--- src/design/sgpm_pkg.sv ---
// shared types and constants of the sensor grid pixel mapper
`default_nettype none
package sgpm_pkg;

	localparam int COORD_W = 32;
	localparam int STEP_W  = 31;
	localparam int CNT_W   = 13;
	localparam int PIX_W   = 24;
	localparam int TAG_W   = 8;
	localparam int REM_W   = 32;
	localparam int Q_W     = 13;
	localparam int IDX_W   = 3;
	localparam int CFG_W   = 32;

	localparam int DEF_PIXEL_BASE     = 0;
	localparam int DEF_COL_SHIFT      = 0;
	localparam int DEF_ROW_SHIFT      = 0;
	localparam int DEF_GRID_TAG_VALUE = 1;
	localparam int DEF_FRAC_BITS      = 16;
	localparam int DEF_MAX_AXIS       = 4096;

	localparam logic [IDX_W-1:0] REG_X_ORIGIN    = 3'd0;
	localparam logic [IDX_W-1:0] REG_X_STEP      = 3'd1;
	localparam logic [IDX_W-1:0] REG_X_PAD_WIDTH = 3'd2;
	localparam logic [IDX_W-1:0] REG_X_COUNT     = 3'd3;
	localparam logic [IDX_W-1:0] REG_Y_ORIGIN    = 3'd4;
	localparam logic [IDX_W-1:0] REG_Y_STEP      = 3'd5;
	localparam logic [IDX_W-1:0] REG_Y_PAD_WIDTH = 3'd6;
	localparam logic [IDX_W-1:0] REG_Y_COUNT     = 3'd7;

	localparam logic REQ_POS   = 1'b0;
	localparam logic REQ_PIXEL = 1'b1;

	typedef struct packed {
		logic                      req_type;
		logic signed [COORD_W-1:0] pos_x;
		logic signed [COORD_W-1:0] pos_y;
		logic [PIX_W-1:0]          pixel_index;
	} req_t;

	typedef struct packed {
		logic                      hit_valid;
		logic [PIX_W-1:0]          pixel_out;
		logic [CNT_W-1:0]          column;
		logic [CNT_W-1:0]          row;
		logic [TAG_W-1:0]          grid_tag;
		logic signed [COORD_W-1:0] centre_x;
		logic signed [COORD_W-1:0] centre_y;
	} res_t;

	typedef struct packed {
		logic signed [COORD_W-1:0] x_origin;
		logic [STEP_W-1:0]         x_step;
		logic [STEP_W-1:0]         x_pad_width;
		logic [CNT_W-1:0]          x_count;
		logic signed [COORD_W-1:0] y_origin;
		logic [STEP_W-1:0]         y_step;
		logic [STEP_W-1:0]         y_pad_width;
		logic [CNT_W-1:0]          y_count;
	} cfg_t;

	// effective pitch (never zero) and clamped counts
	typedef struct packed {
		logic [STEP_W-1:0] step_x;
		logic [STEP_W-1:0] step_y;
		logic [CNT_W-1:0]  cnt_x;
		logic [CNT_W-1:0]  cnt_y;
	} eff_t;

	typedef struct packed {
		logic             valid;
		logic             req_type;
		logic             reject;
		logic [PIX_W-1:0] pix;
		logic [REM_W-1:0] rem_x;
		logic [Q_W-1:0]   q_x;
		logic [REM_W-1:0] rem_y;
		logic [Q_W-1:0]   q_y;
	} stage_t;

endpackage
`default_nettype wire

--- src/design/sgpm_cell.sv ---
// one restoring division cell: settles one quotient bit on both axes
`default_nettype none
module sgpm_cell
	import sgpm_pkg::*;
#(
	parameter int SHIFT = 0
) (
	input  wire logic   clk,
	input  wire logic   arst_n,
	input  wire logic   en,
	input  wire eff_t   eff,
	input  wire stage_t st_in,
	output stage_t      st_out
);

	localparam int CW = REM_W + Q_W;

	logic [STEP_W-1:0] div_x;
	logic [CW-1:0]     sh_x;
	logic [CW-1:0]     sh_y;
	stage_t            st_n;

	// pixel requests divide the local number by the column count
	assign div_x = (st_in.req_type == REQ_PIXEL) ? STEP_W'(eff.cnt_x) : eff.step_x;
	assign sh_x  = CW'(div_x) << SHIFT;
	assign sh_y  = CW'(eff.step_y) << SHIFT;

	always_comb begin
		st_n = st_in;
		if (CW'(st_in.rem_x) >= sh_x) begin
			st_n.rem_x = st_in.rem_x - sh_x[REM_W-1:0];
			st_n.q_x   = st_in.q_x | (Q_W'(1) << SHIFT);
		end
		if (CW'(st_in.rem_y) >= sh_y) begin
			st_n.rem_y = st_in.rem_y - sh_y[REM_W-1:0];
			st_n.q_y   = st_in.q_y | (Q_W'(1) << SHIFT);
		end
	end

	always_ff @(posedge clk or negedge arst_n) begin
		if (!arst_n) begin
			st_out <= '0;
		end else if (en) begin
			st_out <= st_n;
		end
	end

endmodule
`default_nettype wire

--- config.mk ---
export PLATFORM = sky130hd
export DESIGN_NAME = sgpm_cell
export DESIGN_NICKNAME = d
export VERILOG_FILES = /design/src/design/sgpm_pkg.sv /design/src/design/sgpm_cell.sv
export SDC_FILE = /design/constraint.sdc
export NUM_CORES = 1
export LEC_CHECK = 0
export BUFFER_PORTS_ARGS = -buffer_cell sky130_fd_sc_hd__buf_4
export CORE_AREA = 10 10 256 160
export DETAILED_ROUTE_END_ITERATION = 10
export DIE_AREA = 0 0 266 170
export RECOVER_POWER = 25
export REMOVE_ABC_BUFFERS = 1
export SYNTH_ARGS = -nofsm -noshare
export SYNTH_HDL_FRONTEND = slang
export SYNTH_SLANG_ARGS = --single-unit
--- constraint.sdc ---
create_clock -name clk -period 1.2 [get_ports clk]
set_input_delay 0.12 -clock clk [delete_from_list [all_inputs] [get_ports clk]]
set_output_delay 0.12 -clock clk [all_outputs]
set_load 0.01 [all_outputs]
### Word level (Yosys, flattened, before mapping)

Cells that the tools add are included.

| operators by class | value |
|---|---|
| order comparisons | 2 |
| muxes and demuxes | 3 |
| $add $sub $neg | 2 |

Operators with widths:

| cell | count |
|---|---|
| $mux W45 | 2 |
| $ge A32 B31 Y1 | 2 |
| $sub A32 B31 Y32 | 2 |
| $mux W31 | 1 |

| word-level totals | value |
|---|---|
| word-level logic and storage cells | 15 |
| output and inout bits | 117 |
| bits in registers | 117 |

### Logic depth before layout (Yosys ltp)

Gate-level depths: netlist (run 1).

| depth | value |
|---|---|
| word-level depth | 3 |
| gate-level depth with buffers | 15 |
| gate-level depth less buffers | 11 |

### Worst setup path after synthesis (run 1)

OpenSTA, ideal clock, no wires.

| path | value |
|---|---|
| path type | input to register |
| start point | input st_in[115] (netlist name) |
| end point | register st_out[87] (netlist name) |
| buffers on the path | 3 |
| setup time | 0.132 ns |
| stages | 13 |
| slack | -1.959 ns |
| required time | 1.068 ns |
| arrival time | 3.028 ns |
| path through | clkbuf_1 clkbuf_1 mux2i_1 ha_1 a211oi_1 nor2_1 or3_1 a211o_1 nand3_1 and2_1 buf_2 nor4_1 or3b_1 |

| on the way | value |
|---|---|
| longest elaborated chain between the ends | 3 |

Ends and longest elaborated chain:

| item | line | text |
|---|---|---|
| from (decl) | sgpm_cell.sv:12 | `input wire stage_t st_in,` |
| $mux W31 * | sgpm_cell.sv:24 | `assign div_x = (st_in.req_type == REQ_PIXEL) ? STEP_W'(eff.cnt_x) : eff.step_x;` |
| $sub A32 B31 Y32 / $ge A32 B31 Y1 (equally long branches) | sgpm_cell.sv:31, sgpm_cell.sv:30 |  |
| $mux W45 * | sgpm_cell.sv:30 | `if (CW'(st_in.rem_x) >= sh_x) begin` |
| to (signal assigned) | sgpm_cell.sv:44 | `st_out <= st_n;` |
| to (decl) | sgpm_cell.sv:13 | `output stage_t st_out` |

Every way passes the cells marked *; elsewhere a longest branch is shown, timed or not.
A chain may end at the register's enable or synchronous reset.

### Worst setup path after layout (run 1)

| path | value |
|---|---|
| start point | input st_in[115] (netlist name) |
| end point | register st_out[86] (netlist name) |

The elaborated chain is that of the path after synthesis.

==> results.yml, run 1 <==
outcome:
  status: "finished, violations left"
  violations: "setup timing"
power_and_ir_drop:
  p_per_area_nw_per_um2: 1129
  p_leak_nw: 8.072
  ir_drop_mv: 0.6484
routing:
  vias_per_cell: 4.915
  dr.pass1.iters: 5
  wl_per_cell_um: 19.94
  route.detailed.drc: 0
  drt_iter0_drc: 770
  ant_nets: 0
  vias: 10917
  finalWirelength_um: 44290
clocking:
  numCtsBuffers: 17
  clk_latency_ns: 0.44
  clkTransAtPathRegs_ns: 0.06
  h-tree-depth: 4
  cts_sinks: 117
  cts-root-buf: "clkbuf_16"
  clk_path_buf_depth: 2
  cts_tree: "yes"
worst_setup_path:
  cp-start-kind: "primary input"
  crit_fanout: 4
  end_kind: "register"
  path_class: "in -> reg"
  critical_path_required_ns: 1.51
  cp.arrival_ns: 2.79
logic_synthesis:
  synth_seq_cells: 117
  ys.flop_type: "dfrtp_1"
  syn_avg_cell_area_sq_um: 8.622
  synth_edf_count: 0
  ys_seq_area_share_pct: 32.75
  syn-cell-area_sq_um: 8941
  netlist_instances: 1037
  yosysWarnings: 0
  async_reset_ff_share_pct: 100.0
  ys_types: 68
layout:
  final_common_cell: "buf_4"
  drive_above_1_share_pct: 52.04
  largest_register: "st_out"
  final_cells: 2221
  syn2layout_area_growth_pct: 93.38
  layout_common_cells: "557 x buf_4, 117 x dfrtp_1, 92 x dlygate4sd3_1"
  nNetsFinal: 1999
  finish.utilization_pct: 47.92
  largest_register_ffs: 117
  largestRegisters: "st_out (117)"
timing:
  period_share_pct: 207.1
  fin_tns_setup_ns: -73.24
  timing.slew.headroom_pct: 40.80
  layout_setup_ws_ns: -1.285
  max_freq_ghz: 0.4023
  finClkSkew_ns: 0
  grt_setup_unrepaired: "yes"
  drv_slew: 0
  period_minus_slack_ns: 2.485
  setup_viol: 66
  hold_viol: 0
  worst_pin_slew_ns: 0.8880
global_routing:
  gr-total-overflow: 0
  grt_max_degree: 53
  grt_pass1_wl_um: 65550
  grt_pass1_vias: 11298
  grt_usage_pct: 18.59
  antenna_found_initial: 6
die:
  start_util_pct: 24.78
  dieWidth_um: 266
  rows: 54
  dieHeight_um: 170
  floorplan.die_area_sq_um: 45220
  io_pins: 325
  core_area_sq_um: 36080
job:
  cap_violations: 0
place:
  hpwl_um: 32130
  place_inst: 2029
  place_congestion: 0.9493
  numPortBuffers: 311
worst_hold_path:
  min_path_type: "in -> reg"
-- cells in the mapped netlist (9+ instances only) --
| library cell | number | area [sq um] |
|---|---|---|
| nor3_1 | 18 | 90.09 |
| o21ai_0 | 54 | 270.3 |
| xnor2_1 | 24 | 210.2 |
| ha_1 | 62 | 775.7 |
| nand2_1 | 106 | 397.9 |
| nand4_1 | 14 | 87.58 |
| mux2i_1 | 32 | 320.3 |
| nand3_1 | 28 | 140.1 |
| mux2_2 | 55 | 619.3 |
| a21o_1 | 23 | 172.7 |
| xor2_1 | 14 | 122.6 |
| o21a_1 | 9 | 67.56 |
| clkbuf_1 | 41 | 153.9 |
| nand2b_1 | 31 | 193.9 |
| a21oi_1 | 72 | 360.4 |
| dfrtp_1 | 117 | 2928 |
| o211ai_1 | 14 | 105.1 |
| nor2_1 | 95 | 356.6 |
| inv_1 | 58 | 217.7 |
| a31oi_1 | 38 | 237.7 |
-- timing repair --
item                                    CTS  global route
buffers inserted                         51            28
gates cloned                              6             0
resized for setup                       217           120
pin swaps                               126           104
endpoints found under the setup margin   67            67
hold buffers                             90             2
endpoints found under the hold margin   206             2
-- layout make-up --
class	count	area [sq um]
well taps	476	595.6
diodes	6	15.01
inverters	58	227.7
repair buffers	724	6163
clock buffers	20	466.7
clock inverters	11	196.4
flip-flops and latches	117	2928
fillers	3273	18790
multi-input cells	809	6698
-- cells by family (layout without fill, tap and decap cells) --
logic type | count (synthesis) | count (layout) | share of synthesized area [%]
AOI/OAI and AO/OA | 292 | 292 | 21.91
xor gates and xnor gates | 38 | 38 | 3.722
adders and majority gates | 64 | 64 | 9.124
buffers and inverters | 111 | 813 | 5.066
DFF | 117 | 117 | 32.75
muxes | 87 | 87 | 10.51
other | 0 | 6 | 0
and+or+nand+nor | 328 | 328 | 16.92
-- worst max-delay path, stage by stage --
cell and delay [ns]:
buf_12 0.11, mux2_4 0.31, ha_4 0.17, fa_2 0.34
nand2b_4 0.17, a211oi_4 0.26, o41a_1 0.28, o2111ai_4 0.18
o31a_1 0.30, o31ai_2 0.26, xnor2_1 0.16, o221ai_1 0.13
-- power by group --
| part | internal (W) | leakage [nW] | switching (W) | total (W) |
|---|---|---|---|---|
| registers | 0.00456 | 1.35 | 0.000395 | 0.00495 |
| clock network | 0.00385 | 0.319 | 0.00213 | 0.00598 |
| logic | 0.00455 | 6.40 | 0.00404 | 0.00858 |
-- worst paths after layout --
path | from | end | slack, ns | cells after the start
min in group asynchronous | arst_n | st_out[20] | 0.34 | 2
max in group asynchronous | arst_n | st_out[59] | 0.10 | 3
setup reg to reg | st_out[87] | st_out[87] | 0.14 | 2
hold / removal | st_in[84] | st_out[84] | 0.02 | 4
hold reg to reg | st_out[82] | st_out[82] | 0.51 | 2
setup / recovery | st_in[115] | st_out[86] | -1.29 | 12
-- layer usage --
layer | vias to the layer above | global-route usage (%) | part of all wire [%]
met2 | 391 | 30.00 | 48
met4 | 0 | 8.193 | 3.1
met3 | 78 | 4.174 | 6.2
met1 | 5294 | 23.54 | 42
li1 | 5154 | - | -
met5 | - | 0 | 0
-- stage by stage --
step | total power [W] | hold slack (ns) | worst slack [ns] | instance area, sq um
2_1_floorplan | 0.007922 | -0.1756 | -1.868 | 8706
3_3_place_gp | 0.01168 | 0.02626 | -1.887 | 13690
3_5_place_dp | 0.01177 | 0.02973 | -2.014 | 13690
4_1_cts | 0.01914 | 0.0004945 | -1.261 | 16760
5_1_grt | 0.02044 | 0.03662 | -1.352 | 17290
6_report | 0.01952 | 0.02238 | -1.285 | 17290
Power figures use the tool's default switching activity.
==> run 2: changes to the inputs <==
Settings changed: SETUP_SLACK_MARGIN set to 0.1.
==> run 2 against run 1 <==
  * The flow still finishes with violations (setup timing)
  * Sequential share of layout area decreased by 0.76 points
  * Count of clock-buffer cells in the layout unchanged
  * Register-to-register slack about the same
  * Final cell count increased by 2.3%
  * Die area unchanged
  * Combinational power increased by 10%
  * Hold slack improved by 0.0054 ns
  * Utilization increased by 2.2 points
  * Critical path depth unchanged
  * Power increased by 5.1%
  * Via count increased by 2.2%
  * Setup slack got worse by 0.023 ns
==> results.yml, run 2 (synthesis results as in run 1) <==
place:
  place_congestion: 0.9493
  hpwl_um: 32130
  postPlaceCellArea_sq_um: 13690
  numPortBuffers: 311
worst_setup_path:
  cp_top_family: "compound AO/OA/AOI/OAI gates"
  critical_path_required_ns: 1.50
  path_cells: "buf_12, mux2_4, ha_4, fa_2, nand2b_4, a211oi_4, o41a_1, o2111ai_4, o31a_1, o31ai_2, xnor2_1, o221ai_1"
  path_class: "in -> reg"
  cp_num_buf_inv: 1
  max_stage_delay_ns: 0.34
  end_kind: "register"
  cp.arrival_ns: 2.81
  crit_fanout: 4
  cp-start-kind: "primary input"
  cp_slowest_cell: "fa_2"
global_routing:
  grt_pass1_wl_um: 66500
  grt_usage_pct: 18.87
  grt_max_degree: 53
  grt_pass1_vias: 11452
  antenna_found_initial: 5
  gr-total-overflow: 0
job:
  cap_violations: 0
power_and_ir_drop:
  p_int_w: 0.01370
  p_leak_nw: 8.463
  p_comb_share_pct: 46.2
  power_switching_w: 0.006802
  ir_drop_mv: 0.7143
  p_per_area_nw_per_um2: 1133
  p_clk_share_pct: 29.2
  p_sw_share_pct: 33.17
  pwr-share-seq_pct: 24.6
timing:
  timing.slew.headroom_pct: 39.59
  period_minus_slack_ns: 2.508
  drv_slew: 0
  finClkSkew_ns: 0
  hold_viol: 0
  setup_viol: 66
  layout_setup_ws_ns: -1.308
  fin_tns_setup_ns: -74.07
  max_freq_ghz: 0.3987
  grt_setup_unrepaired: "yes"
  period_share_pct: 209.0
  worst_pin_slew_ns: 0.9061
routing:
  vias_per_cell: 4.908
  ant_nets: 0
  finalWirelength_um: 45120
  drt_iter0_drc: 934
  wl_per_cell_um: 19.85
  route.detailed.drc: 0
  vias: 11155
  dr.pass1.iters: 5
layout:
  syn2layout_area_growth_pct: 102.4
  layout_common_cells: "497 x buf_4, 153 x buf_6, 117 x dfrtp_1"
  final_cell_area_sq_um: 18100
  largestRegisters: "st_out (117)"
  nNetsFinal: 2052
  drive_above_1_share_pct: 53.18
  final_common_cell: "buf_4"
  fillers: 3184
  largest_register: "st_out"
  largest_register_ffs: 117
clocking:
  h-tree-depth: 4
  clk_latency_ns: 0.44
  cts_sinks: 117
  cts-root-buf: "clkbuf_16"
  clkTransAtPathRegs_ns: 0.06
  clk_path_buf_depth: 2
  numCtsBuffers: 17
  cts_tree: "yes"
die:
  dieHeight_um: 170
  io_pins: 325
  dieWidth_um: 266
  floorplan.die_area_sq_um: 45220
  core_area_sq_um: 36080
  rows: 54
  start_util_pct: 24.78
outcome:
  status: "finished, violations left"
  violations: "setup timing"
worst_hold_path:
  min_path_type: "in -> reg"
-- run 2: changes by cell type in the layout (fill, tap and decap cells not counted), sizes merged --
cell and change:
clkbuf +1, diode -1, buf +52
-- run 2: routing by layer --
layer  global-route usage (%)  up-vias  wire length [um]
li1                         -     5252                 -
met1                    23.91     5447             19140
met2                    30.91      390             21840
met3                    3.843       66              2770
met4                    7.871        0              1362
met5                        0        -                 0
-- run 2: repair_timing --
| action | CTS | global route |
|---|---|---|
| buffers inserted | 79 | 45 |
| pin swaps | 126 | 96 |
| setup endpoints to repair | 165 | 182 |
| cloned | 6 | 0 |
| hold endpoints to repair | 206 | 2 |
| gates resized for setup | 313 | 123 |
| hold buffers | 90 | 2 |
-- run 2: stage by stage --
stage / instances / hold WS, ns / utilization (%) / power [W] / worst slack (ns)
after floorplan: 984 / -0.1756 / - / 0.007922 / -1.868
after global placement: 2029 / 0.02626 / 37.95 / 0.01168 / -1.887
after detailed placement: 2029 / 0.02973 / 37.95 / 0.01177 / -2.014
after CTS: 2232 / 0.0004945 / 48.04 / 0.01980 / -1.261
after global routing: 2273 / 0.03297 / 50.17 / 0.02144 / -1.371
final: 2273 / 0.02775 / 50.17 / 0.02050 / -1.308
-- run 2: cell type report --
cell class | instances | area [sq um] | area share (%)
sequential | 117 | 2928 | 16.17
clock inverter | 11 | 196.4 | 1.085
tap | 476 | 595.6 | 3.290
multi-input combinational | 809 | 6666 | 36.83
timing repair buffer | 777 | 7010 | 38.73
antenna | 5 | 12.51 | 0.06912
inverter | 58 | 225.2 | 1.244
clock buffer | 20 | 466.7 | 2.578
-- run 2: power groups by stage --
stage               clock network, W  logic [W]  registers [W]
global route                 0.00625     0.0101        0.00511
detailed placement                 0    0.00678        0.00499
CTS                          0.00610    0.00868        0.00502
global placement                   0    0.00671        0.00497
floorplan                          0    0.00270        0.00523
finish                       0.00600    0.00946        0.00505
-- run 2: final timing paths --
path,end,cells past startpoint,slack [ns],start
setup reg to reg,st_out[87],2,0.13,st_out[87]
min in group asynchronous,st_out[20],2,0.38,arst_n
hold reg to reg,st_out[8],1,0.51,st_out[8]
max in group asynchronous,st_out[59],3,0.04,arst_n
setup / recovery,st_out[86],12,-1.31,st_in[115]
hold / removal,st_out[84],4,0.03,st_in[84]
-- run 2: tightest hold or removal path: stages --
cell and delay [ns]:
buf_4 0.09, buf_4 0.09, nand3_1 0.05, o221ai_1 0.07
==> run 3: changes to the inputs <==
Settings changed: BUFFER_PORTS_ARGS -buffer_cell sky130_fd_sc_hd__buf_4 to unset, DONT_BUFFER_PORTS set to 1.
==> run 3 against run 2 <==
  * The run ends with hold timing, setup timing left
  * Global-route usage shrank 1.8 points
  * Design area shrank 21%
  * Critical path depth is the same
  * Sequential power grew 6.9%
  * Final cell count shrank 18%
  * Combinational power shrank 33%
  * Count of clock-buffer cells in the layout is the same
  * Fmax grew 6.5%
  * Sequential cell count is the same
  * Clock power shrank 3.5%
  * Clock skew is the same
  * Utilization shrank 11 points
  * Critical path type unchanged
==> results.yml, run 3 (synthesis results as in run 1) <==
outcome:
  status: "finished, violations left"
  violations: "hold timing, setup timing"
timing:
  period_minus_slack_ns: 2.355
  worst_pin_slew_ns: 0.6955
  max_freq_ghz: 0.4246
  drv_slew: 0
  period_share_pct: 196.2
  grt_setup_unrepaired: "yes"
  finClkSkew_ns: 0
  fin_tns_setup_ns: -66.67
  timing.slew.headroom_pct: 53.14
  fin_hold_ws_ns: -0.6259
  hold_viol: 203
  setup_viol: 66
  layout_setup_ws_ns: -1.155
clocking:
  cts-root-buf: "clkbuf_16"
  numCtsBuffers: 17
  clk_latency_ns: 0.44
  cts_sinks: 117
  cts_tree: "yes"
  h-tree-depth: 4
  clkTransAtPathRegs_ns: 0.06
  clk_path_buf_depth: 2
worst_setup_path:
  crit_fanout: 32
  critical_path_required_ns: 1.51
  endpoint: "st_out[86]"
  r2r-end: "st_out[87]"
  reg2reg_from: "st_out[87]"
  cp.arrival_ns: 2.66
  r2r_cells: 2
  cp-start-kind: "primary input"
  worstSetupStartpoint: "st_in[115]"
  r2r_slack_ns: 0.21
  max_stage_delay_ns: 0.34
  path_cells: "mux2_4, ha_4, fa_2, nand2b_4, a211oi_2, buf_4, o41a_1, o2111ai_2, o31a_1, o31ai_4, xnor2_1, o221ai_1"
  cp_slowest_cell: "fa_2"
  end_kind: "register"
  path_class: "in -> reg"
routing:
  vias: 9743
  ant_nets: 0
  wl_per_cell_um: 21.65
  dr.pass1.iters: 5
  route.detailed.drc: 0
  vias_per_cell: 5.202
  drt_iter0_drc: 836
  finalWirelength_um: 40550
die:
  core_area_sq_um: 36080
  io_pins: 325
  start_util_pct: 24.78
  dieHeight_um: 170
  floorplan.die_area_sq_um: 45220
  rows: 54
  dieWidth_um: 266
layout:
  final_common_cell: "buf_4"
  final_cell_area_sq_um: 14260
  syn2layout_area_growth_pct: 59.46
  largestRegisters: "st_out (117)"
  drive_above_1_share_pct: 38.09
  largest_register: "st_out"
  nNetsFinal: 1654
  layout_common_cells: "235 x buf_4, 117 x dfrtp_1, 89 x nor2_1"
  final_cells: 1873
  largest_register_ffs: 117
place:
  place_inst: 1691
  numPortBuffers: 0
  hpwl_um: 28730
  postPlaceCellArea_sq_um: 11060
  place_congestion: 0.9758
  place_ws_ns: -1.869
power_and_ir_drop:
  ir_drop_mv: 0.7328
  p_per_area_nw_per_um2: 1231
  power_w: 0.01756
  p_leak_nw: 6.324
worst_hold_path:
  min_path_type: "in -> async"
global_routing:
  grt_pass1_wl_um: 59420
  grt_max_degree: 173
  antenna_found_initial: 4
  gr-total-overflow: 0
  grt_pass1_vias: 9575
  grt_usage_pct: 17.06
job:
  cap_violations: 0
-- run 3: layer usage --
metal | routed length (um) | vias up | track usage, %
li1 | - | 4444 | -
met1 | 16350 | 4782 | 21.35
met2 | 19180 | 438 | 27.00
met3 | 3481 | 77 | 4.909
met4 | 1520 | 2 | 7.550
met5 | 13 | - | 0
-- run 3: worst min-delay path by stage --
stage            from    endpoint  slack [ns]  depth (start not counted)
2_1_floorplan  arst_n   st_out[0]       -0.18                          0
3_3_place_gp   arst_n  st_out[19]       -0.17                          0
3_5_place_dp   arst_n  st_out[19]       -0.17                          0
4_1_cts        arst_n  st_out[18]       -0.66                          0
5_1_grt        arst_n  st_out[14]       -0.65                          0
6_report       arst_n  st_out[14]       -0.63                          0
-- run 3: repair_timing --
action | 4_1_cts | 5_1_grt
buffers inserted | 50 | 17
hold endpoints to repair | 234 | 227
setup endpoints to repair | 77 | 77
gates cloned | 5 | 0
gates resized for setup | 201 | 70
hold buffers | 83 | 1
pin swaps | 101 | 75
-- run 3: worst max-delay path: cells and delay by family --
kind,cells,cell delay (ns)
compound gates,6,1.27
fa+ha+maj,2,0.51
mux,1,0.30
simple gates,1,0.16
buf+inv,1,0.15
xor+xnor,1,0.15
-- run 3: cell type report --
cell class,count,area [sq um]
sequential,117,2928
inverter,58,227.7
clock inverter,11,175.2
fill,3491,21820
tap,476,595.6
clock buffer,20,466.7
timing repair buffer,379,3442
multi-input combinational,809,6415
antenna,3,7.507
-- run 3: power by group --
part / switching, W / internal (W) / leakage [nW]
logic: 0.00297 / 0.00341 / 4.67
clock network: 0.00215 / 0.00364 / 0.308
registers: 0.000838 / 0.00456 / 1.35
-- run 3: stage by stage --
step                hold slack, ns  util [%]
floorplan                  -0.1756         -
detailed placement         -0.1717     30.66
CTS                        -0.6555     38.42
global route               -0.6512     39.52
finish                     -0.6259     39.52
global placement           -0.1722     30.66
