**src/design/sgpm_pkg.sv**
```systemverilog
// shared types and constants of the sensor grid pixel mapper
`default_nettype none
package sgpm_pkg;

	localparam int COORD_W = 32;
	localparam int STEP_W  = 31;
	localparam int CNT_W   = 13;
	localparam int PIX_W   = 24;
	localparam int TAG_W   = 8;
	localparam int REM_W   = 32;
	localparam int Q_W     = 13;
	localparam int IDX_W   = 3;
	localparam int CFG_W   = 32;

	localparam int DEF_PIXEL_BASE     = 0;
	localparam int DEF_COL_SHIFT      = 0;
	localparam int DEF_ROW_SHIFT      = 0;
	localparam int DEF_GRID_TAG_VALUE = 1;
	localparam int DEF_FRAC_BITS      = 16;
	localparam int DEF_MAX_AXIS       = 4096;

	localparam logic [IDX_W-1:0] REG_X_ORIGIN    = 3'd0;
	localparam logic [IDX_W-1:0] REG_X_STEP      = 3'd1;
	localparam logic [IDX_W-1:0] REG_X_PAD_WIDTH = 3'd2;
	localparam logic [IDX_W-1:0] REG_X_COUNT     = 3'd3;
	localparam logic [IDX_W-1:0] REG_Y_ORIGIN    = 3'd4;
	localparam logic [IDX_W-1:0] REG_Y_STEP      = 3'd5;
	localparam logic [IDX_W-1:0] REG_Y_PAD_WIDTH = 3'd6;
	localparam logic [IDX_W-1:0] REG_Y_COUNT     = 3'd7;

	localparam logic REQ_POS   = 1'b0;
	localparam logic REQ_PIXEL = 1'b1;

	typedef struct packed {
		logic                      req_type;
		logic signed [COORD_W-1:0] pos_x;
		logic signed [COORD_W-1:0] pos_y;
		logic [PIX_W-1:0]          pixel_index;
	} req_t;

	typedef struct packed {
		logic                      hit_valid;
		logic [PIX_W-1:0]          pixel_out;
		logic [CNT_W-1:0]          column;
		logic [CNT_W-1:0]          row;
		logic [TAG_W-1:0]          grid_tag;
		logic signed [COORD_W-1:0] centre_x;
		logic signed [COORD_W-1:0] centre_y;
	} res_t;

	typedef struct packed {
		logic signed [COORD_W-1:0] x_origin;
		logic [STEP_W-1:0]         x_step;
		logic [STEP_W-1:0]         x_pad_width;
		logic [CNT_W-1:0]          x_count;
		logic signed [COORD_W-1:0] y_origin;
		logic [STEP_W-1:0]         y_step;
		logic [STEP_W-1:0]         y_pad_width;
		logic [CNT_W-1:0]          y_count;
	} cfg_t;

	// effective pitch (never zero) and clamped counts
	typedef struct packed {
		logic [STEP_W-1:0] step_x;
		logic [STEP_W-1:0] step_y;
		logic [CNT_W-1:0]  cnt_x;
		logic [CNT_W-1:0]  cnt_y;
	} eff_t;

	typedef struct packed {
		logic             valid;
		logic             req_type;
		logic             reject;
		logic [PIX_W-1:0] pix;
		logic [REM_W-1:0] rem_x;
		logic [Q_W-1:0]   q_x;
		logic [REM_W-1:0] rem_y;
		logic [Q_W-1:0]   q_y;
	} stage_t;

endpackage
`default_nettype wire

```
**src/design/sgpm_front.sv**
```systemverilog
// front stages: offsets from the grid origin and range pre-checks
`default_nettype none
module sgpm_front
	import sgpm_pkg::*;
#(
	parameter int PIXEL_BASE = DEF_PIXEL_BASE,
	parameter int Q_BITS     = 12
) (
	input  wire logic   clk,
	input  wire logic   arst_n,
	input  wire logic   en,
	input  wire logic   in_valid,
	input  wire req_t   in_item,
	input  wire cfg_t   cfg,
	input  wire eff_t   eff,
	output stage_t      st_out
);

	logic                        v_s1;
	logic                        type_s1;
	logic signed [COORD_W:0]     dx_s1;
	logic signed [COORD_W:0]     dy_s1;
	logic [PIX_W-1:0]            pix_s1;
	logic                        pneg_s1;
	logic [PIX_W-1:0]            local_s1;

	logic signed [COORD_W:0]     dx;
	logic signed [COORD_W:0]     dy;
	logic [PIX_W-1:0]            base;
	stage_t                      st_n;
	logic                        ovf_x;
	logic                        ovf_y;
	logic                        ovf_p;

	assign base = PIX_W'(PIXEL_BASE);
	assign dx = $signed({in_item.pos_x[COORD_W-1], in_item.pos_x})
		- $signed({cfg.x_origin[COORD_W-1], cfg.x_origin});
	assign dy = $signed({in_item.pos_y[COORD_W-1], in_item.pos_y})
		- $signed({cfg.y_origin[COORD_W-1], cfg.y_origin});

	always_ff @(posedge clk or negedge arst_n) begin
		if (!arst_n) begin
			v_s1 <= 1'b0;
		end else if (en) begin
			v_s1 <= in_valid;
		end
	end

	always_ff @(posedge clk) begin
		if (en) begin
			type_s1  <= in_item.req_type;
			dx_s1    <= dx;
			dy_s1    <= dy;
			pix_s1   <= in_item.pixel_index;
			pneg_s1  <= in_item.pixel_index < base;
			local_s1 <= in_item.pixel_index - base;
		end
	end

	// quotient would need more bits than the cell row provides
	assign ovf_x = (dx_s1[REM_W-1:0] >> Q_BITS) >= REM_W'(eff.step_x);
	assign ovf_y = (dy_s1[REM_W-1:0] >> Q_BITS) >= REM_W'(eff.step_y);
	assign ovf_p = (local_s1 >> Q_BITS) >= PIX_W'(eff.cnt_x);

	always_comb begin
		st_n          = '0;
		st_n.valid    = v_s1;
		st_n.req_type = type_s1;
		st_n.pix      = pix_s1;
		if (type_s1 == REQ_POS) begin
			st_n.reject = dx_s1[COORD_W] | dy_s1[COORD_W] | ovf_x | ovf_y;
			st_n.rem_x  = dx_s1[REM_W-1:0];
			st_n.rem_y  = dy_s1[REM_W-1:0];
		end else begin
			st_n.reject = pneg_s1 | (eff.cnt_x == '0) | ovf_p;
			st_n.rem_x  = REM_W'(local_s1);
		end
	end

	always_ff @(posedge clk or negedge arst_n) begin
		if (!arst_n) begin
			st_out <= '0;
		end else if (en) begin
			st_out <= st_n;
		end
	end

endmodule
`default_nettype wire

```
**config.mk**
```make
export PLATFORM = sky130hd
export DESIGN_NAME = sgpm_front
export DESIGN_NICKNAME = d
export VERILOG_FILES = /design/src/design/sgpm_pkg.sv /design/src/design/sgpm_front.sv
export SDC_FILE = /design/constraint.sdc
export NUM_CORES = 1
export LEC_CHECK = 0
export ABC_AREA = 1
export BUFFER_PORTS_ARGS = -buffer_cell sky130_fd_sc_hd__buf_2
export CAP_MARGIN = 30
export CORE_AREA = 2 2 197 199
export CTS_CLUSTER_SIZE = 14
export DETAILED_ROUTE_END_ITERATION = 8
export DIE_AREA = 0 0 199 201
export HOLD_SLACK_MARGIN = 0.02
export MAX_ROUTING_LAYER = met4
export PLACE_DENSITY = 0.66
export SYNTH_ARGS = -nofsm -noshare
export SYNTH_HDL_FRONTEND = slang
export SYNTH_SLANG_ARGS = --single-unit
export TNS_END_PERCENT = 5
```
**constraint.sdc**
```tcl
create_clock -name clk -period 1.85 [get_ports clk]
set_input_delay 0.37 -clock clk [delete_from_list [all_inputs] [get_ports clk]]
set_output_delay 0.37 -clock clk [all_outputs]
set_load 0.005 [all_outputs]
```
## Word-level counts from Yosys, hierarchy flattened

Index checks and enable logic that the tools add are counted.

| operators by class | value |
|---|---|
| add/subtract/negate cells | 2 |
| magnitude comparators | 4 |
| multiplexer cells | 3 |
| bitwise operators | 5 |
| reductions and logical operators | 1 |

Operator list:

| kind | number |
|---|---|
| 32-bit by 32-bit subtractor with 33-bit output | 2 |
| 32-bit two-way mux | 2 |
| 20-bit by 31-bit greater-or-equal comparator with 1-bit output | 2 |
| 24-bit by 1-bit less-than comparator with 1-bit output, second input constant | 1 |
| 12-bit by 13-bit greater-or-equal comparator with 1-bit output | 1 |
| 13-bit zero test | 1 |
| 1-bit OR | 5 |
| 1-bit two-way mux | 1 |

| word-level totals | value |
|---|---|
| register bits after elaboration | 184 |
| input bits | 395 |
| output and inout bits | 117 |
| logic and storage cells | 27 |

## Logic depth before layout (Yosys ltp)

Gate-level depths: netlist (run 1).

| logic depth | value |
|---|---|
| word-level depth | 4 |
| mapped depth | 13 |
| gate-level depth less buffers | 13 |

## Worst setup path after synthesis (run 1)

No wires, ideal clock.

| timing | value |
|---|---|
| kind | input to register |
| start point | input in_item[56] in the netlist's numbering |
| end point | register dx_s1[32] (data pin) |
| setup time | 252 ps |
| arrival time | 1811 ps |
| path slack | -214 ps |
| stages on the path | 9 |
| path buffers | 0 |
| cells stage by stage | inv_1 > ha_1 > fa_1 > o21ai_2 > a21oi_2 > o21ai_2 > nand3_2 > nand3_1 > nand2_1 |

| between the ends | value |
|---|---|
| cells in the longest elaborated chain, start to end | 1 |

RTL lines:

| what | RTL line | RTL |
|---|---|---|
| start, declared | sgpm_front.sv:13 | `input wire req_t in_item,` |
| 32-bit by 32-bit subtractor with 33-bit output | sgpm_front.sv:37 | `- $signed({cfg.x_origin[COORD_W-1], cfg.x_origin});` |
| named net dx[32] | sgpm_front.sv:27 | `logic signed [COORD_W:0] dx;` |
| end signal, assigned | sgpm_front.sv:52 | `dx_s1 <= dx;` |
| end, declared | sgpm_front.sv:21 | `logic signed [COORD_W:0] dx_s1;` |

The timed path passes the listed nets, and every way through them passes these cells.
A chain may end at the register's enable or synchronous reset.

## Final worst setup path (run 1)

| timing | value |
|---|---|
| start point | register dx_s1[30] |
| end point | register st_out[114] in the netlist's numbering |

| between the ends | value |
|---|---|
| cells in the longest elaborated chain, start to end | 4 |

RTL lines:

| what | RTL line | RTL |
|---|---|---|
| 20-bit by 31-bit greater-or-equal comparator with 1-bit output | sgpm_front.sv:61 | `assign ovf_x = (dx_s1[REM_W-1:0] >> Q_BITS) >= REM_W'(eff.step_x);` |
| 1-bit OR (2 in a row) | sgpm_front.sv:71 | `st_n.reject = dx_s1[COORD_W] \| dy_s1[COORD_W] \| ovf_x \| ovf_y;` |
| 1-bit two-way mux | sgpm_front.sv:70 | `if (type_s1 == REQ_POS) begin` |
| end signal, assigned | sgpm_front.sv:84 | `st_out <= st_n;` |
| end, declared | sgpm_front.sv:16 | `output stage_t st_out` |

No other way between the ends.

==> results of run 1 <==
==> logic make-up after synthesis <==
logic type | count (synthesis)
other | 1
and+or+nand+nor | 652
buffers and inverters | 260
xor gates and xnor gates | 39
AOI/OAI and AO/OA | 267
adders and majority gates | 118
DFF | 183
==> power by group <==
| part | leakage, nW | internal (mW) | switching [mW] | total [mW] |
|---|---|---|---|---|
| clock network | 0.293 | 1.94 | 1.79 | 3.74 |
| registers | 2.05 | 4.92 | 0.355 | 5.27 |
| logic | 6.46 | 1.90 | 2.09 | 3.99 |
| total | 8.80 | 8.76 | 4.24 | 13.0 |
==> stage by stage <==
stage	utilization, %	std cells	setup TNS (ns)	worst slack (ns)
finish	44.8	2597	-0.0140	-0.0140
global route	44.7	2594	-0.265	-0.181
CTS	44.3	2587	-0.135	-0.135
detailed placement	42.3	2547	-13.04	-0.369
global placement	42.3	2547	-12.94	-0.380
floorplan	-	1545	-0.374	-0.0721
==> worst register-to-register path, cell delays in order, from the launching register on <==
cell and delay, ns:
edfxtp_1 0.50, ha_4 0.33, nand2_1 0.06, buf_4 0.13, nor2_1 0.10, nand2_1 0.06, nor2b_1 0.22, nand2_1 0.09
nand4_1 0.16, o21bai_1 0.10, nand2_1 0.07
==> worst paths after layout <==
kind	startpoint	to	slack (ns)	cells after the start
max	dx_s1[30]	st_out[114]	-0.01	10
min	in_item[16]	local_s1[16]	0.1	1
max reg2reg	dx_s1[30]	st_out[114]	-0.01	10
min reg2reg	dx_s1[9]	st_out[67]	0.46	2
max in group asynchronous	arst_n	st_out[32]	0.85	3
min in group asynchronous	arst_n	st_out[67]	0.41	2
==> synthesized netlist by cell type, drive strengths merged (2+ instances only) <==
master / count / share of area, %
o21ai: 70 / 3.3
nor2: 119 / 3.6
a21boi: 6 / 0.36
edfxtp: 91 / 22
dfrtp: 92 / 19
nand3: 56 / 2.3
o2111ai: 2 / 0.14
xnor2: 10 / 0.71
fa: 2 / 0.32
nand3b: 3 / 0.18
nor4: 4 / 0.20
o21bai: 14 / 0.85
clkbuf: 8 / 0.24
nand4: 29 / 1.5
inv: 213 / 6.5
a21oi: 106 / 4.5
xor2: 29 / 2.0
a22o: 39 / 2.8
nor3: 32 / 1.6
o21a: 9 / 0.55
buf: 39 / 2.1
a21o: 10 / 0.61
nand2: 402 / 12
o211ai: 9 / 0.55
ha: 116 / 12
or2: 5 / 0.25
==> placed cells by master (no fill, tap or decap), types with 9 or more instances in the layout <==
cell type    n
nand2_1    394
buf_2      320
buf_4      215
inv_1      210
nor2_1     116
ha_1       101
a21oi_1     93
dfrtp_1     92
edfxtp_1    91
nand3_1     54
o21ai_0     44
a22o_1      39
nand4_1     29
xor2_1      29
conb_1      26
nor3_1      25
clkbuf_16   17
o21bai_1    14
o21ai_2     14
ha_4        14
a21oi_2     12
o21ai_1     11
a21o_1      10
xnor2_1     10
o21a_1       9
o211ai_1     9
==> metal layers <==
layer	wire, µm	global-route usage (%)	vias up
li1	-	-	6100
met1	18900	27.1	5612
met4	635	4.96	0
met5	0	-	-
met3	2480	4.20	43
met2	18600	33.6	363
==> cell type report <==
class,count,area share [%]
diodes,8,0.117
clock buffers,18,2.52
clock inverters,14,1.04
inverters,213,4.74
multi-input cells,1102,38.8
flip-flops and latches,183,29.5
well taps,518,3.80
repair buffers,541,19.5
==> flip-flops by register name, summed over array words and instances, names as in the netlist <==
signal,cells
local_s1,24
type_s1,1
dx_s1,33
dy_s1,33
v_s1,1
st_out,91
==> timing repair <==
item,CTS,global route
pin swaps,4,4
hold endpoints to repair,31,0
hold buffers,1,0
resized for setup,9,26
buffers inserted,7,2
setup endpoints to repair,1,10
==> results.py, run 1 <==
metrics = {
    "final_layout": {
        "multi_input_area_mm2": 0.00662,
        "fin_area_mm2": 0.0171,
        "fillerInstances": 3834,
        "drive_gt1_share_pct": 31.1,
        "area_growth_syn_to_layout_pct": 37.7,
        "regArea_mm2": 0.00503,
        "fin_nets": 2571,
    },
    "synth": {
        "yosys_warnings": 0,
        "syn_area_mm2": 0.0124,
        "synth_fa_ha_area_share_pct": 12.0,
        "synth_xor_area_share_pct": 2.76,
        "avgSynthCellArea_um2": 8.15,
        "ys_ff_latch": 183,
        "async_flop_share_pct": 50.3,
        "synth_cell_types": 42,
        "synth_compound_area_share_pct": 13.7,
        "synth-simple-area-share_pct": 22.1,
        "synth_top_family_by_area": "simple AND/OR/NAND/NOR gates",
        "synth_cells": 1520,
        "synth-seq-area-share_pct": 40.6,
        "synth_mux_area_share_pct": 0,
        "synth-edff-count": 91,
        "synthFlopType": "dfrtp_1",
    },
    "clocking": {
        "clk_pin_slew_ns": 0.08,
        "clockBufferDepth": 2,
        "root_buffer": "clkbuf_16",
        "clock_sinks": 183,
        "clkLatencyLatePin_ns": 0.45,
        "cts_tree": "built",
        "numCtsBuffers": 17,
        "h-tree-depth": 4,
    },
    "timing": {
        "tightest_slew_ns": 0.578,
        "timing.hold.ws_ns": 0.0951,
        "hold_violations": 0,
        "period_needed_ns": 1.86,
        "finalWorstSetupSlack_ns": -0.0140,
        "rsz0062_at_grt": "yes",
        "relSlewSlack_pct": 61.5,
        "skew_ns": 0.0110,
        "max_freq_mhz": 536,
        "setup_viol": 1,
        "period_share_pct": 101,
        "drv_slew": 0,
    },
    "pwr": {
        "ir_drop_mv": 0.548,
        "finalPower_mw": 13.0,
        "leakage_nw": 8.80,
        "p_per_area_mw_per_mm2": 762,
    },
    "detailed_routing": {
        "routedWlPerCell_um": 15.6,
        "drtIter0Drc": 560,
        "wl_um": 40500,
        "vias_per_cell": 4.67,
        "final_antenna_net_count": 0,
        "vias": 12100,
        "drt_first_pass_iters": 5,
        "drc": 0,
    },
    "grt": {
        "grt_pass1_vias": 12200,
        "grt_max_degree": 96,
        "overflow": 0,
        "grt_first_pass_wirelength_um": 62900,
        "grt_use_total_pct": 20.9,
        "antenna_found_initial": 5,
    },
    "die": {
        "ios": 512,
        "fp.dieW_um": 199,
        "die_y_um": 201,
        "rows": 72,
        "die-area_mm2": 0.0400,
        "core_mm2": 0.0381,
        "start_util_pct": 32.5,
    },
    "critical_path": {
        "arrival_ns": 2.24,
        "end_kind": "flip-flop",
        "path_delay_family": "simple AND/OR/NAND/NOR gates",
        "crit_path_max_fanout": 3,
        "crit_top_cell": "nand2_1",
        "cpMaxStageDelayCell": "edfxtp_1",
        "critPathKind": "reg2reg",
        "cp.required_ns": 2.23,
        "cp_slowest_stage_delay_ns": 0.50,
        "path_cells": "ha_4, nand2_1, buf_4, nor2_1, nand2_1, nor2b_1, nand2_1, nand4_1, o21bai_1, nand2_1",
        "critPathBufInv": 1,
        "start_kind": "flip-flop",
    },
    "placed_design": {
        "hpwl_um": 33600,
        "placed_area_mm2": 0.0161,
        "portBuffers": 322,
        "place_congestion": 0.927,
    },
    "flow_run": {
        "cap_violations": 0,
    },
    "status": {
        "status": "complete, but fails checks",
        "violations": "setup timing",
    },
    "worst_hold_path": {
        "hold_path_class": "in2reg",
    },
}
Power figures use the tool's default switching activity.
==> run 2, diff against run 1 <==
--- a/config.mk
+++ b/config.mk
@@ -5,16 +5,15 @@
 export SDC_FILE = /design/constraint.sdc
 export NUM_CORES = 1
 export LEC_CHECK = 0
-export ABC_AREA = 1
 export BUFFER_PORTS_ARGS = -buffer_cell sky130_fd_sc_hd__buf_2
 export CAP_MARGIN = 30
-export CORE_AREA = 2 2 197 199
+export CORE_AREA = 2 2 199 201
 export CTS_CLUSTER_SIZE = 14
 export DETAILED_ROUTE_END_ITERATION = 8
-export DIE_AREA = 0 0 199 201
+export DIE_AREA = 0 0 201 203
 export HOLD_SLACK_MARGIN = 0.02
 export MAX_ROUTING_LAYER = met4
-export PLACE_DENSITY = 0.66
+export PLACE_DENSITY = 0.63
 export SYNTH_ARGS = -nofsm -noshare
 export SYNTH_HDL_FRONTEND = slang
 export SYNTH_SLANG_ARGS = --single-unit
==> run 2 against run 1 <==
  * The flow still finishes with violations (setup timing)
  * Total power fell by 0.79%
  * Register-to-register slack worse by 0.47 ns
  * Worst hold slack worse by 0.0013 ns
  * Critical path depth grew 2
  * Sequential cell count did not move
  * Cell count is 14% lower
  * Clock-buffer cell count rose by 3
  * Sequential power is essentially flat
  * Combinational power is 2% lower
  * First-iteration DRC count fell by 6.1%
  * Clock power hardly changed
==> results.py, run 2 <==
metrics = {
    "timing": {
        "skew_ns": 0.0126,
        "relSlewSlack_pct": 56.1,
        "max_freq_mhz": 428,
        "hold_violations": 0,
        "drv_slew": 0,
        "rsz0062_at_grt": "yes",
        "tightest_slew_ns": 0.659,
        "finalWorstSetupSlack_ns": -0.487,
        "tns_ns": -8.01,
        "period_needed_ns": 2.34,
        "period_share_pct": 126,
        "setup_viol": 36,
    },
    "synth": {
        "synth-seq-area-share_pct": 43.0,
        "yosysMostFrequentCell": "inv_1",
        "synth-edff-count": 91,
        "avgSynthCellArea_um2": 9.99,
        "async_flop_share_pct": 50.3,
        "ys_top_cells_by_area": "edfxtp_1, dfrtp_1, ha_1, inv_1, a21oi_1",
        "yosys_warnings": 0,
        "synth_fa_ha_area_share_pct": 12.7,
        "synth_top_family_by_area": "compound AO/OA/AOI/OAI gates",
        "synthFlopType": "dfrtp_1",
        "synth_cell_types": 73,
        "synth_mux_area_share_pct": 4.74,
        "syn_area_mm2": 0.0117,
        "yosys.area.top_type": "edfxtp_1",
        "ys_top_cells_by_count": "inv_1, ha_1, dfrtp_1",
        "synth_cells": 1171,
        "synth-simple-area-share_pct": 11.2,
        "synth_compound_area_share_pct": 15.9,
        "synth_xor_area_share_pct": 3.97,
        "synth.top_cell.area_share_pct": 23.4,
        "ys_ff_latch": 183,
    },
    "critical_path": {
        "critPathCapture": "dy_s1[30]",
        "rr_endpoint": "st_out[114]",
        "end_kind": "flip-flop",
        "critPathKind": "in2reg",
        "reg2reg_depth": 9,
        "start_kind": "input pin",
        "reg2reg_slack_ns": -0.48,
        "cp.required_ns": 2.05,
        "arrival_ns": 2.54,
        "crit_path_max_fanout": 3,
        "cp-startpoint": "in_item[24]",
        "r2r-start": "dy_s1[13]",
    },
    "pwr": {
        "ir_drop_mv": 0.606,
        "switching_power_mw": 3.91,
        "combPwrFrac_pct": 30.4,
        "p_int_mw": 8.99,
        "swShare_pct": 30.3,
        "p_per_area_mw_per_mm2": 774,
        "p_seq_share_pct": 40.8,
        "clockPowerShare_pct": 28.7,
        "leakage_nw": 8.13,
    },
    "grt": {
        "grt_first_pass_wirelength_um": 55800,
        "grt_max_degree": 118,
        "antenna_found_initial": 3,
        "overflow": 0,
        "grt_use_total_pct": 18.1,
        "grt_pass1_vias": 10500,
    },
    "clocking": {
        "numCtsBuffers": 17,
        "clk_pin_slew_ns": 0.07,
        "clkLatencyLatePin_ns": 0.45,
        "h-tree-depth": 4,
        "clockBufferDepth": 2,
        "cts_tree": "built",
        "clock_sinks": 183,
        "root_buffer": "clkbuf_16",
    },
    "detailed_routing": {
        "final_antenna_net_count": 0,
        "drt_first_pass_iters": 4,
        "vias": 10300,
        "drc": 0,
        "vias_per_cell": 4.62,
        "drtIter0Drc": 526,
        "routedWlPerCell_um": 16.4,
        "wl_um": 36700,
    },
    "final_layout": {
        "fillerInstances": 3728,
        "drive_gt1_share_pct": 41.0,
        "finalNonFillerCells": 2240,
        "fin_nets": 2219,
        "area_growth_syn_to_layout_pct": 42.4,
        "final_common_cell": "buf_2",
        "regMostFlops": "st_out",
        "final_cell_mix": "buf_2, buf_4, inv_1, ha_1, dfrtp_1",
        "top_regs": "st_out: 91 flops, dx_s1: 33 flops, dy_s1: 33 flops",
        "largest_register_ffs": 91,
    },
    "placed_design": {
        "place_congestion": 0.925,
        "portBuffers": 322,
        "preCtsSetupSlack_ns": -1.09,
        "place_inst": 2193,
        "hpwl_um": 29100,
    },
    "worst_hold_path": {
        "hp-start": "in_item[13]",
        "hold_path_class": "in2reg",
    },
    "die": {
        "start_util_pct": 30.4,
        "rows": 72,
        "core_mm2": 0.0385,
        "die_y_um": 203,
        "fp.dieW_um": 201,
        "die-area_mm2": 0.0408,
        "ios": 512,
    },
    "flow_run": {
        "cap_violations": 0,
    },
    "status": {
        "status": "complete, but fails checks",
        "violations": "setup timing",
    },
}
==> run 2: changes by cell type after synthesis, sizes merged, moves of 18 or more <==
cell    change
a21o       +19
a21oi      -18
a22o       -39
clkbuf     +18
inv        -37
mux2       +27
mux2i      +25
nand2     -368
nand3      -36
nand3b     +38
nor2       -54
xnor2      +24
==> run 2: how the worst min path moves through the flow <==
stage	cells past startpoint	to	slack (ns)
2_1_floorplan	0	st_out[100]	0.07
3_3_place_gp	2	st_out[60]	0.38
3_5_place_dp	2	st_out[60]	0.39
4_1_cts	1	local_s1[13]	0.06
5_1_grt	1	local_s1[18]	0.06
6_report	1	local_s1[13]	0.09
==> run 2: cells by family (layout without fill, tap and decap cells) <==
family,Yosys count,after routing
AO/OA/AOI/OAI,286,286
XOR/XNOR,53,53
adder cells (fa/ha/maj),118,118
buffers and inverters,234,757
flip-flops,183,183
multiplexers,52,52
other,1,29
AND/OR/NAND/NOR,244,244
==> run 2: critical path, stage by stage <==
cell	delay, ns
buf_12	0.09
inv_8	0.03
ha_4	0.16
fa_2	0.39
nor2b_4	0.12
o31a_1	0.20
o32ai_4	0.11
a2bb2oi_4	0.17
o311a_1	0.39
o31ai_2	0.26
a21oi_2	0.09
xnor2_1	0.13
==> run 2: final cells by class <==
type,count,area (µm²),area share [%]
Clock inverter,11,110,0.661
Multi-Input combinational cell,779,6300,37.8
Tap cell,518,648,3.89
Clock buffer,21,472,2.83
Inverter,176,671,4.03
Antenna cell,3,7.51,0.0451
Sequential cell,183,5030,30.2
Timing Repair Buffer,549,3420,20.5
==> run 2: metal layers <==
metal	global-route usage (%)	vias up	routed length, µm
li1	-	5152	-
met1	23.0	4849	16500
met2	29.3	309	17500
met3	3.68	34	1990
met4	5.26	0	686
met5	-	-	0
==> run 2: repair_timing <==
action                                 4_1_cts  5_1_grt
gates resized for setup                     72       42
endpoints found under the hold margin       78        0
hold buffers                                 1        0
setup endpoints to repair                   45       43
buffers inserted                             5        6
pin swaps                                   43       27
==> run 2: power groups by stage <==
stage | clock (mW) | combinational (mW) | sequential [mW]
4_1_cts | 3.84 | 3.79 | 5.27
3_5_place_dp | 0 | 3.61 | 5.34
2_1_floorplan | 0 | 1.83 | 5.27
3_3_place_gp | 0 | 3.53 | 5.33
5_1_grt | 3.96 | 4.35 | 5.33
6_report | 3.71 | 3.93 | 5.27
==> run 2: per-stage QoR <==
| step | total power, mW | util (%) | instance area, µm² | hold slack, ns |
|---|---|---|---|---|
| floorplan | 7.10 | - | 11800 | 0.0744 |
| global placement | 8.86 | 40.1 | 15400 | 0.380 |
| detailed placement | 8.95 | 40.1 | 15400 | 0.388 |
| CTS | 12.9 | 42.6 | 16400 | 0.0568 |
| global route | 13.6 | 43.3 | 16700 | 0.0636 |
| finish | 12.9 | 43.3 | 16700 | 0.0938 |
